`src/design/pidl_pkg.sv`:
```
`default_nettype none

package pidl_pkg;

    localparam int TIME_W     = 32;
    localparam int LEVEL_W    = 11;
    localparam int SETPT_W    = 10;
    localparam int GAIN_W     = 32;
    localparam int DUTY_W     = 8;
    localparam int ERR_W      = LEVEL_W + 1;   // setpoint minus level, signed
    localparam int DE_W       = ERR_W + 1;     // error change, signed
    localparam int MAG_W      = 12;            // |error| and |error change| both fit
    localparam int MUL_W      = 32;            // shared multiplier operand width
    localparam int PROD_W     = TIME_W + MAG_W;

    localparam int GAIN_FRAC_BITS_DEF = 24;
    localparam int INTEG_WIDTH_DEF    = 48;

    localparam int CFG_IDX_W  = 2;
    localparam int CFG_DATA_W = 32;

    localparam logic [CFG_IDX_W-1:0] REG_SETPOINT   = 2'd0;
    localparam logic [CFG_IDX_W-1:0] REG_PROP_GAIN  = 2'd1;
    localparam logic [CFG_IDX_W-1:0] REG_INTEG_GAIN = 2'd2;
    localparam logic [CFG_IDX_W-1:0] REG_DERIV_GAIN = 2'd3;

    localparam logic [SETPT_W-1:0] SETPOINT_RST = 10'd10;
    localparam logic [GAIN_W-1:0]  PROP_GAIN_RST  = 32'd1006632960;
    localparam logic [GAIN_W-1:0]  INTEG_GAIN_RST = 32'd33554;
    localparam logic [GAIN_W-1:0]  DERIV_GAIN_RST = 32'd1677722;

    localparam logic [DUTY_W-1:0] DUTY_MIN = 8'd50;
    localparam logic [DUTY_W-1:0] DUTY_MAX = 8'd250;

endpackage

`default_nettype wire

```
`src/design/pid_level_controller_top.sv`:
```
// PID level controller: water level samples in, pump PWM duty out.
// Input channel (s_valid/s_ready): one sample per transfer, a millisecond
// timestamp and a signed level in cm. Output channel (m_valid/m_ready): one
// duty value (50..250) per sample, in sample order.
// Configuration: cfg_wr_en writes cfg_wdata into register cfg_index
// (0 setpoint, 1 kp, 2 ki, 3 kd) at the clock edge; write only while idle.
// Timing: s_ready is high only while the sequencer is idle. After an input
// transfer the sequencer runs PROD, INTEG, KD, KP, KI_LO, KI_HI, KI_ADD,
// DIV_WAIT and CLAMP. DIV_WAIT waits for the 44-step restoring divider for
// the derivative term, unless the timestamp equals the previous one (no
// derivative division); the other products go through one shared 32x32
// multiplier in turn. s_ready rises again together with m_valid, so a new
// sample is taken only once the previous result is in the output register.
// Stall: the result sits in an output register; a new sample can be taken
// while it waits. If a second result is ready before the first is taken, the
// sequencer holds it and stays busy until m_ready frees the output.
// Reset (aresetn low, synchronous): registers return to their default values,
// integral, previous error and previous timestamp clear, output empties.
`default_nettype none

module pid_level_controller_top
    import pidl_pkg::*;
#(
    parameter int GAIN_FRAC_BITS = GAIN_FRAC_BITS_DEF,
    parameter int INTEG_WIDTH    = INTEG_WIDTH_DEF
) (
    input  wire logic                       aclk,
    input  wire logic                       aresetn,
    input  wire logic                       cfg_wr_en,
    input  wire logic [CFG_IDX_W-1:0]       cfg_index,
    input  wire logic [CFG_DATA_W-1:0]      cfg_wdata,
    input  wire logic                       s_valid,
    output logic                            s_ready,
    input  wire logic [TIME_W-1:0]          s_now_ms,
    input  wire logic signed [LEVEL_W-1:0]  s_level_cm,
    output logic                            m_valid,
    input  wire logic                       m_ready,
    output logic [DUTY_W-1:0]               m_pwm_duty
);

    localparam int SUMI_W = ((INTEG_WIDTH > PROD_W) ? INTEG_WIDTH : PROD_W) + 2;
    localparam int ACC_W  = GAIN_W + INTEG_WIDTH + 2;
    localparam int INT_W  = ACC_W - GAIN_FRAC_BITS;
    localparam logic signed [SUMI_W-1:0] IMAX_EXT =
        $signed({{(SUMI_W-INTEG_WIDTH+1){1'b0}}, {(INTEG_WIDTH-1){1'b1}}});
    localparam logic signed [SUMI_W-1:0] IMIN_EXT =
        $signed({{(SUMI_W-INTEG_WIDTH+1){1'b1}}, {(INTEG_WIDTH-1){1'b0}}});

    typedef enum logic [9:0] {
        S_IDLE     = 10'b0000000001,
        S_PROD     = 10'b0000000010,
        S_INTEG    = 10'b0000000100,
        S_KD       = 10'b0000001000,
        S_KP       = 10'b0000010000,
        S_KI_LO    = 10'b0000100000,
        S_KI_HI    = 10'b0001000000,
        S_KI_ADD   = 10'b0010000000,
        S_DIV_WAIT = 10'b0100000000,
        S_CLAMP    = 10'b1000000000
    } state_t;

    state_t state_reg, state_next;

    logic [SETPT_W-1:0] setpoint_reg;
    logic [GAIN_W-1:0]  kp_reg, ki_reg, kd_reg;

    logic [TIME_W-1:0]             prev_time_reg, dt_reg;
    logic signed [ERR_W-1:0]       err_reg, prev_err_reg;
    logic [MAG_W-1:0]              de_mag_reg;
    logic                          de_neg_reg;
    logic signed [INTEG_WIDTH-1:0] integral_reg, integral_next;
    logic [INTEG_WIDTH-1:0]        mag_reg;
    logic                          integ_neg_reg;
    logic [2*MUL_W-1:0]            prod_reg, prod_next;
    logic [ACC_W-1:0]              acc_reg, acc_next;
    logic                          m_valid_reg;
    logic [DUTY_W-1:0]             m_pwm_duty_reg;

    logic                     err_neg;
    logic [MAG_W-1:0]         err_mag;
    logic signed [DE_W-1:0]   de_val, de_abs;
    logic [2*MUL_W-1:0]       mag_wide;
    logic [MUL_W-1:0]         mul_a, mul_b;
    logic signed [SUMI_W-1:0] integ_ext, prod_ext, isum;
    logic [ACC_W-1:0]         addend;
    logic                     add_neg;
    logic                     dt_zero;
    logic [INT_W-1:0]         int_part;
    logic [DUTY_W-1:0]        duty;
    logic                     out_free;
    logic                     div_start, div_done;
    logic [PROD_W-1:0]        div_quot;

    assign dt_zero  = (dt_reg == '0);
    assign err_neg  = err_reg[ERR_W-1];
    assign err_mag  = err_neg ? MAG_W'(-err_reg) : MAG_W'(err_reg);
    assign de_val   = {err_reg[ERR_W-1], err_reg} - {prev_err_reg[ERR_W-1], prev_err_reg};
    assign de_abs   = de_val[DE_W-1] ? -de_val : de_val;
    assign mag_wide = (2*MUL_W)'(mag_reg);
    assign out_free = !m_valid_reg || m_ready;

    // shared multiplier
    always_comb begin
        mul_a = '0;
        mul_b = '0;
        case (state_reg)
            S_PROD:  begin mul_a = dt_reg; mul_b = MUL_W'(err_mag);    end
            S_KD:    begin mul_a = kd_reg; mul_b = MUL_W'(de_mag_reg); end
            S_KP:    begin mul_a = kp_reg; mul_b = MUL_W'(err_mag);    end
            S_KI_LO: begin mul_a = ki_reg; mul_b = mag_wide[MUL_W-1:0];       end
            S_KI_HI: begin mul_a = ki_reg; mul_b = mag_wide[2*MUL_W-1:MUL_W]; end
            default: begin mul_a = '0; mul_b = '0; end
        endcase
        prod_next = (2*MUL_W)'(mul_a) * (2*MUL_W)'(mul_b);
    end

    // saturating integral update
    always_comb begin
        integ_ext = SUMI_W'(integral_reg);
        prod_ext  = $signed(SUMI_W'(prod_reg[PROD_W-1:0]));
        isum      = err_neg ? (integ_ext - prod_ext) : (integ_ext + prod_ext);
        if (isum > IMAX_EXT) begin
            integral_next = IMAX_EXT[INTEG_WIDTH-1:0];
        end else if (isum < IMIN_EXT) begin
            integral_next = IMIN_EXT[INTEG_WIDTH-1:0];
        end else begin
            integral_next = isum[INTEG_WIDTH-1:0];
        end
    end

    // accumulator for kp*e + ki*integral + d
    always_comb begin
        addend  = '0;
        add_neg = 1'b0;
        case (state_reg)
            S_KI_LO: begin
                addend  = ACC_W'(prod_reg);
                add_neg = err_neg;
            end
            S_KI_HI: begin
                addend  = ACC_W'(prod_reg);
                add_neg = integ_neg_reg;
            end
            S_KI_ADD: begin
                addend  = ACC_W'({prod_reg, {MUL_W{1'b0}}});
                add_neg = integ_neg_reg;
            end
            S_DIV_WAIT: begin
                addend  = dt_zero ? '0 : ACC_W'(div_quot);
                add_neg = de_neg_reg;
            end
            default: begin
                addend  = '0;
                add_neg = 1'b0;
            end
        endcase
        acc_next = add_neg ? (acc_reg - addend) : (acc_reg + addend);
    end

    // drop fraction, clamp to duty range
    always_comb begin
        int_part = acc_reg[ACC_W-1:GAIN_FRAC_BITS];
        if (acc_reg[ACC_W-1]) begin
            duty = DUTY_MIN;
        end else if (int_part > INT_W'(DUTY_MAX)) begin
            duty = DUTY_MAX;
        end else if (int_part < INT_W'(DUTY_MIN)) begin
            duty = DUTY_MIN;
        end else begin
            duty = int_part[DUTY_W-1:0];
        end
    end

    always_comb begin
        state_next = state_reg;
        case (state_reg)
            S_IDLE:     if (s_valid) state_next = S_PROD;
            S_PROD:     state_next = S_INTEG;
            S_INTEG:    state_next = S_KD;
            S_KD:       state_next = S_KP;
            S_KP:       state_next = S_KI_LO;
            S_KI_LO:    state_next = S_KI_HI;
            S_KI_HI:    state_next = S_KI_ADD;
            S_KI_ADD:   state_next = S_DIV_WAIT;
            S_DIV_WAIT: if (dt_zero || div_done) state_next = S_CLAMP;
            S_CLAMP:    if (out_free) state_next = S_IDLE;
            default:    state_next = S_IDLE;
        endcase
    end

    assign div_start = (state_reg == S_KP) && !dt_zero;

    pidl_div #(
        .NUM_W (PROD_W),
        .DEN_W (TIME_W)
    ) u_div (
        .aclk    (aclk),
        .aresetn (aresetn),
        .start   (div_start),
        .num     (prod_reg[PROD_W-1:0]),
        .den     (dt_reg),
        .quot    (div_quot),
        .done    (div_done)
    );

    always_ff @(posedge aclk) begin
        if (!aresetn) begin
            state_reg     <= S_IDLE;
            setpoint_reg  <= SETPOINT_RST;
            kp_reg        <= PROP_GAIN_RST;
            ki_reg        <= INTEG_GAIN_RST;
            kd_reg        <= DERIV_GAIN_RST;
            prev_time_reg <= '0;
            prev_err_reg  <= '0;
            integral_reg  <= '0;
            m_valid_reg   <= 1'b0;
        end else begin
            state_reg <= state_next;
            if (cfg_wr_en) begin
                case (cfg_index)
                    REG_SETPOINT:   setpoint_reg <= cfg_wdata[SETPT_W-1:0];
                    REG_PROP_GAIN:  kp_reg       <= cfg_wdata[GAIN_W-1:0];
                    REG_INTEG_GAIN: ki_reg       <= cfg_wdata[GAIN_W-1:0];
                    REG_DERIV_GAIN: kd_reg       <= cfg_wdata[GAIN_W-1:0];
                    default: ;
                endcase
            end
            if (state_reg == S_IDLE && s_valid) begin
                prev_time_reg <= s_now_ms;
            end
            if (state_reg == S_PROD) begin
                prev_err_reg <= err_reg;
            end
            if (state_reg == S_INTEG) begin
                integral_reg <= integral_next;
            end
            if (state_reg == S_CLAMP && out_free) begin
                m_valid_reg <= 1'b1;
            end else if (m_ready) begin
                m_valid_reg <= 1'b0;
            end
        end
    end

    always_ff @(posedge aclk) begin
        if (state_reg == S_IDLE && s_valid) begin
            dt_reg  <= s_now_ms - prev_time_reg;
            err_reg <= $signed({{(ERR_W-SETPT_W){1'b0}}, setpoint_reg})
                     - $signed({s_level_cm[LEVEL_W-1], s_level_cm});
        end
        if (state_reg == S_PROD) begin
            de_mag_reg <= de_abs[MAG_W-1:0];
            de_neg_reg <= de_val[DE_W-1];
        end
        if (state_reg == S_KD) begin
            integ_neg_reg <= integral_reg[INTEG_WIDTH-1];
            mag_reg       <= integral_reg[INTEG_WIDTH-1]
                           ? (~integral_reg + INTEG_WIDTH'(1)) : integral_reg;
        end
        case (state_reg)
            S_PROD, S_KD, S_KP, S_KI_LO, S_KI_HI: prod_reg <= prod_next;
            default: ;
        endcase
        if (state_reg == S_KP) begin
            acc_reg <= '0;
        end else if (state_reg == S_KI_LO || state_reg == S_KI_HI ||
                     state_reg == S_KI_ADD ||
                     (state_reg == S_DIV_WAIT && (dt_zero || div_done))) begin
            acc_reg <= acc_next;
        end
        if (state_reg == S_CLAMP && out_free) begin
            m_pwm_duty_reg <= duty;
        end
    end

    assign s_ready    = (state_reg == S_IDLE);
    assign m_valid    = m_valid_reg;
    assign m_pwm_duty = m_pwm_duty_reg;

endmodule

`default_nettype wire

```
`src/design/pidl_div.sv`:
```
`default_nettype none

module pidl_div
    import pidl_pkg::*;
#(
    parameter int NUM_W = PROD_W,
    parameter int DEN_W = TIME_W
) (
    input  wire logic             aclk,
    input  wire logic             aresetn,
    input  wire logic             start,
    input  wire logic [NUM_W-1:0] num,
    input  wire logic [DEN_W-1:0] den,
    output logic      [NUM_W-1:0] quot,
    output logic                  done
);

    localparam int CNT_W = $clog2(NUM_W + 1);

    logic             busy_reg;
    logic             done_reg;
    logic [CNT_W-1:0] cnt_reg;
    logic [DEN_W:0]   rem_reg;
    logic [NUM_W-1:0] quo_reg;
    logic [DEN_W-1:0] den_reg;

    logic [DEN_W:0]   trial;
    logic             fits;
    logic [DEN_W:0]   rem_next;

    // restoring division, one quotient bit per cycle; numerator shifts out as quotient shifts in
    always_comb begin
        trial    = {rem_reg[DEN_W-1:0], quo_reg[NUM_W-1]};
        fits     = (trial >= {1'b0, den_reg});
        rem_next = fits ? (trial - {1'b0, den_reg}) : trial;
    end

    always_ff @(posedge aclk) begin
        if (!aresetn) begin
            busy_reg <= 1'b0;
            done_reg <= 1'b0;
            cnt_reg  <= '0;
        end else if (start) begin
            busy_reg <= 1'b1;
            done_reg <= 1'b0;
            cnt_reg  <= CNT_W'(NUM_W);
        end else if (busy_reg) begin
            cnt_reg <= cnt_reg - CNT_W'(1);
            if (cnt_reg == CNT_W'(1)) begin
                busy_reg <= 1'b0;
                done_reg <= 1'b1;
            end
        end
    end

    always_ff @(posedge aclk) begin
        if (start) begin
            rem_reg <= '0;
            quo_reg <= num;
            den_reg <= den;
        end else if (busy_reg) begin
            rem_reg <= rem_next;
            quo_reg <= {quo_reg[NUM_W-2:0], fits};
        end
    end

    assign quot = quo_reg;
    assign done = done_reg;

endmodule

`default_nettype wire

```
`config.mk`:
```
export PLATFORM = sky130hd
export DESIGN_NAME = pid_level_controller_top
export DESIGN_NICKNAME = d
export VERILOG_FILES = /design/src/design/pidl_pkg.sv /design/src/design/pid_level_controller_top.sv /design/src/design/pidl_div.sv
export SDC_FILE = /design/constraint.sdc
export NUM_CORES = 2
export LEC_CHECK = 0
export ABC_AREA = 1
export BUFFER_PORTS_ARGS = -buffer_cell sky130_fd_sc_hd__buf_2
export CORE_MARGIN = 5
export CORE_UTILIZATION = 35
export DETAILED_ROUTE_END_ITERATION = 10
export GPL_ROUTABILITY_DRIVEN = 1
export PLACE_DENSITY = 0.53
export SKIP_CTS_REPAIR_TIMING = 1
export SYNTH_ARGS = -nofsm -noshare
export SYNTH_HDL_FRONTEND = slang
export SYNTH_SLANG_ARGS = --single-unit
```
`constraint.sdc`:
```
create_clock -name aclk -period 17.2 [get_ports aclk]
set_clock_uncertainty 0.2 [all_clocks]
set_input_delay 2.58 -clock aclk [delete_from_list [all_inputs] [get_ports aclk]]
set_output_delay 2.58 -clock aclk [all_outputs]
set_load 0.02 [all_outputs]
```
Yosys cells after proc, flatten, opt, wreduce, memory -nomap -nowiden
Index checks and enable logic that the tools add are counted.
- bits in registers: 585
- output and inout bits: 10
- logic and storage cells: 119
- memory bits (read-only): 0
- memories kept: 0
- memory bits (writable): 0
- input bits: 82
- bits in latches: 0
- shift-type cells: 0
- divide/modulo/power cells: 0
- add/sub/neg operators: 12
- order comparisons: 5
- bitwise gates (word level): 2
- reduce and logical (&&, ||, !) cells: 27
- equal/unequal tests: 17
- multiply operators: 1
- mux-type cells: 28
- operators with widths (kind ; count):
    one-hot mux 32 bit (4 select lines) ; 2
    one-hot mux 82 bit (3 select lines) ; 1
    2-to-1 mux 44 bit ; 3
    one-hot mux 10 bit (10 select lines) ; 1
    2-to-1 mux 48 bit ; 2
    adder 82 bit ; 1
    2-to-1 mux 82 bit ; 1
    subtractor 82 bit ; 1
    multiplier 32 x 32 -> 64 bit ; 1
    subtractor 32 bit ; 2
    greater-than comparator 58 x 8 -> 1 bit, second input constant ; 1
    < comparator 58 x 6 -> 1 bit, second input constant ; 1
    greater-than comparator 50 x 48 -> 1 bit, second input constant ; 1
    < comparator 50 x 48 -> 1 bit, second input constant ; 1
    2-to-1 mux 50 bit ; 1
    adder 48 x 45 -> 49 bit ; 1
    subtractor 48 x 45 -> 49 bit ; 1
    adder 48 x 2 -> 48 bit, second input constant ; 1
    inverter 48 bit ; 1
    2-to-1 mux 47 bit ; 1
    >= comparator 33 x 32 -> 1 bit ; 1
    logical NOT 32 bit ; 1
    2-to-1 mux 32 bit ; 1
    2-to-1 mux 10 bit ; 3
    other kinds (34) ; 61

Depth between registers and ports, before layout
- word-level depth: 5
- gate-level depth with buffers: 45
- mapped depth without buffers: 44

Cells and area by module
Synthesis repeated with hierarchy kept, for this count alone.
- cells, all modules: 10479
- area, all modules: 76931.3 µm²
- by module, submodules not included (module ; times used ; cells an instance ; area each (µm²)):
    pid_level_controller_top ; 1 ; 9422 ; 69542.9
    pidl_div ; 1 ; 1057 ; 7388.3

Least setup slack after synthesis
Ideal clock, no wire load.
- path type: reg2reg
- from: register state_reg[4]
- to: register prod_reg[58], data pin
- buffers on the path: 2
- path slack: 7.488 ns
- data arrival time: 9.253 ns
- library setup time: 0.258 ns
- stages on the path, launching flop included: 41
- cell sequence: dfxtp_1 > nor2_1 > nand2_4 > nor3_1 > nand2_1 > inv_2 > buf_1 > a22o_1 > a21oi_1 > o31ai_1 > clkbuf_1 > nand2_1 > inv_1 > fa_1 > fa_1 > fa_1 > inv_1 > fa_1 > [5 not listed] > fa_1 > inv_1 > fa_1 > inv_1 > ha_1 > nand2_1 > nor2_1 > inv_1 > nor2_1 > and3_1 > nand3_1 > nand3_1 > nand3_1 > o211ai_1 > nand2_1 > nand2_1 > a21oi_1 > xnor2_1
- cells in the longest elaborated chain, start to end: 4
- elaborated cells on any way between the ends: 10
- ends and longest elaborated chain (element ; RTL line ; source):
    from (decl) ; pid_level_controller_top.sv:62 ; state_t state_reg, state_next;
    from (signal assigned) ; pid_level_controller_top.sv:218 ; state_reg <= state_next;
    == test 10 x 6 -> 1 bit, or another cell as far along ; pid_level_controller_top.sv:106 ; case (state_reg)
    OR reduction 2 bit (no source line) ; - ;
    one-hot mux 32 bit (4 select lines) ; pid_level_controller_top.sv:106 ;
    multiplier 32 x 32 -> 64 bit (*) ; pid_level_controller_top.sv:114 ; prod_next = (2*MUL_W)'(mul_a) * (2*MUL_W)'(mul_b);
    net prod_next[58] ; pid_level_controller_top.sv:74 ; logic [2*MUL_W-1:0] prod_reg, prod_next;
    to (signal assigned) ; pid_level_controller_top.sv:261 ; S_PROD, S_KD, S_KP, S_KI_LO, S_KI_HI: prod_reg <= prod_next;
    to (decl) ; pid_level_controller_top.sv:74 ;
Mark *: on every way through the listed nets, which the timed path passes. The rest lies on a longest branch.
A chain may end at the register's enable or synchronous reset.

Worst setup path in the final report
- from: register state_reg[9]
- to: register prod_reg[58], data pin
The elaborated chain is that of the path after synthesis.

==> impl_metrics.env <==
export IMPL_status="finished, final reports clean"
export IMPL_async_reset_ff_share_pct=0
export IMPL_core_rowCount=169
export IMPL_areaGrowthSynthToFinish_pct=8.35
export IMPL_ctsLongestPathBuffers=3
export IMPL_r2r_slack_ps=5670
export IMPL_ir_drop_v=0.0000656
export IMPL_post_place_cells=12700
export IMPL_syn_inst=10000
export IMPL_crit_fanout=41
export IMPL_grt_pass1_vias=68900
export IMPL_critical_path_max_stage_delay_ps=920
export IMPL_clock_latency_ps=690
export IMPL_dieWidth_um=473
export IMPL_syn_area_per_cell_um2=7.47
export IMPL_cp_top_family="adder cells"
export IMPL_drc_errors=0
export IMPL_setup_tns_ps=0
export IMPL_dr_wl_met3_um=24100
export IMPL_hold_worst_slack_ps=254
export IMPL_fmaxAchievable_mhz=86.7
export IMPL_clock_sinks=585
export IMPL_required_ps=17420
export IMPL_wl_um=299000
export IMPL_gr_usage_all_layers_pct=26.3
export IMPL_path_clk_slew_ps=60
export IMPL_vias_per_cell=5.29
export IMPL_arrival_ps=11760
export IMPL_cp_num_buf_inv=9
export IMPL_wl_per_cell_um=23.3
export IMPL_critPathLaunchType="register"
export IMPL_min_period_ps=11530
export IMPL_relSlewSlack_pct=18.9
export IMPL_seq_area_frac_synth_pct=19.0
export IMPL_drt_initial_drc_count=6243
export IMPL_grt_start_max_net_pins=111
export IMPL_worst_path_max_delay_cell="clkinv_1"
export IMPL_gp_congestion=1.00
export IMPL_grt_overflow=0
export IMPL_fp_dieH_um=473
export IMPL_power_density_nw_per_um2=69.3
export IMPL_core_area_um2=213000
export IMPL_h_tree_depth=3
export IMPL_rsz0062_at_grt="false"
export IMPL_route_vias_total=68100
export IMPL_endpoint_kind="register"
export IMPL_hold_class="reg -> reg"
export IMPL_die_area_um2=223000
export IMPL_slew_violations=0
export IMPL_fin_nets=11400
export IMPL_tightestPinTransition_ps=1210
export IMPL_pin_count=92
export IMPL_cts_tree="built"
export IMPL_path_class="reg -> reg"
export IMPL_ant_nets=0
export IMPL_wl_met2_um=130000
export IMPL_synth_seq_cells=585
export IMPL_drt_first_pass_iters=6
export IMPL_ys_flop_type="dfxtp_1"
export IMPL_place_hpwl_um=239000
export IMPL_start_util_pct=35.2
export IMPL_syn_num_nets=11500
export IMPL_met1_length_um=132000
export IMPL_stdcell_count=12900
export IMPL_numCtsBuffers=74
export IMPL_synth_warnings=0
export IMPL_topRoutingLayerUsed="met5"
export IMPL_yosys_cell_types_count=65
export IMPL_cp_common_cell="fa_1"
export IMPL_cap_viol_max_count=0
export IMPL_hold_viol=0
export IMPL_io_buffers=91
export IMPL_grt_pass1_wl_um=444000
export IMPL_synth_edf_count=254
export IMPL_finalSetupViolCount=0
export IMPL_syn_area_um2=74900
export IMPL_antenna_found_initial=11
export IMPL_largest_reg_flops=82
export IMPL_finalCritPeriodShare_pct=67.0
export IMPL_final_layout_size_suffix_gt1_share_pct=4.42
export IMPL_root_buffer="clkbuf_16"
export IMPL_p_leak_nw=40.9
export IMPL_fin_util_pct=38.2
[final timing paths]
kind                            depth (start not counted)                      end                      start
worst max-delay path                                   35   prod_reg[58]$_DFFE_PP_  state_reg[9]$_SDFFE_PN0P_
worst min-delay path                                    2  ki_reg[10]$_SDFFE_PN0P_    ki_reg[10]$_SDFFE_PN0P_
worst max register to register                         35   prod_reg[58]$_DFFE_PP_  state_reg[9]$_SDFFE_PN0P_
worst min register to register                          2  ki_reg[10]$_SDFFE_PN0P_    ki_reg[10]$_SDFFE_PN0P_
[layout make-up]
cell class / instances / area [um2]
Antenna cell: 4 / 10.0
Clock buffer: 99 / 2120
Clock inverter: 37 / 440
Fill cell: 22500 / 131000
Inverter: 2193 / 8230
Multi-Input combinational cell: 6909 / 51200
Sequential cell: 585 / 14300
Tap cell: 2821 / 3530
Timing Repair Buffer: 210 / 1350
[logic make-up after synthesis]
logic type	after synthesis	share of synthesized area [%]
xor gates and xnor gates	418	4.89
and+or+nand+nor	3399	18.3
buffers and inverters	2527	12.8
adders and majority gates	1386	32.2
AOI/OAI and AO/OA	1706	12.8
DFF	585	19.0
[tightest hold or removal path: cells and delay by family, from the launching register on]
family,cells,cell delay [ps]
flops,1,290
buf+inv,1,60
compound gates,1,60
[power by group]
part	internal (mW)	leakage [nW]	total, mW	switching [mW]
logic	0.637	34.8	2.29	1.66
clock network	0.957	1.25	1.67	0.709
registers	1.54	4.84	1.66	0.122
[layout by cell type (no fill, tap or decap), types with 11 or more instances in the layout]
cell type / count
a21boi_0: 14
o22ai_1: 30
a31oi_1: 106
ha_1: 484
fa_1: 902
clkbuf_8: 11
and3_1: 12
o31ai_1: 13
buf_4: 120
nor2_1: 1296
inv_2: 11
or2_2: 17
o211ai_1: 63
clkbuf_16: 77
nor3_1: 87
nor4_1: 49
o21bai_1: 19
nand3_1: 181
o21ai_0: 540
dfxtp_1: 331
edfxtp_1: 254
buf_2: 90
a21oi_1: 720
inv_1: 2156
nand2_1: 1625
xor2_1: 267
clkinv_1: 29
a21o_1: 14
clkbuf_1: 11
o21ai_1: 21
nor2_2: 19
o21a_1: 65
nand4_1: 67
xnor2_1: 151
[cells in the mapped netlist (30+ instances only)]
| master | number | share of area (%) |
|---|---|---|
| o22ai_1 | 30 | 0.25 |
| o21a_1 | 65 | 0.65 |
| nor2_1 | 1301 | 6.5 |
| fa_1 | 902 | 24 |
| nand2_1 | 1628 | 8.2 |
| ha_1 | 484 | 8.1 |
| xor2_1 | 267 | 3.1 |
| o211ai_1 | 63 | 0.63 |
| dfxtp_1 | 331 | 8.8 |
| clkbuf_1 | 267 | 1.3 |
| a21oi_1 | 721 | 4.8 |
| a31oi_1 | 106 | 0.89 |
| nand3_1 | 183 | 1.2 |
| nor3_1 | 89 | 0.59 |
| o21ai_0 | 540 | 3.6 |
| xnor2_1 | 151 | 1.8 |
| nand4_1 | 67 | 0.56 |
| nor4_1 | 49 | 0.41 |
| inv_1 | 2160 | 11 |
| edfxtp_1 | 254 | 10 |
| buf_2 | 31 | 0.21 |
[per-stage QoR]
step | worst slack [ps] | power, mW | cell area (um2)
finish | 5670 | 5.62 | 81100
global route | 5210 | 5.91 | 81100
CTS | 5790 | 5.60 | 81100
detailed placement | 5860 | 3.92 | 78600
global placement | 5920 | 3.92 | 78600
floorplan | 7490 | 3.10 | 74900
[per-layer routing]
metal / vias up / GRT usage, %
met5: - / 0
met4: 2 / 10.3
met3: 593 / 4.85
met2: 2802 / 40.9
met1: 33600 / 36.4
li1: 31100 / -
(Power assumes the default switching activity.)
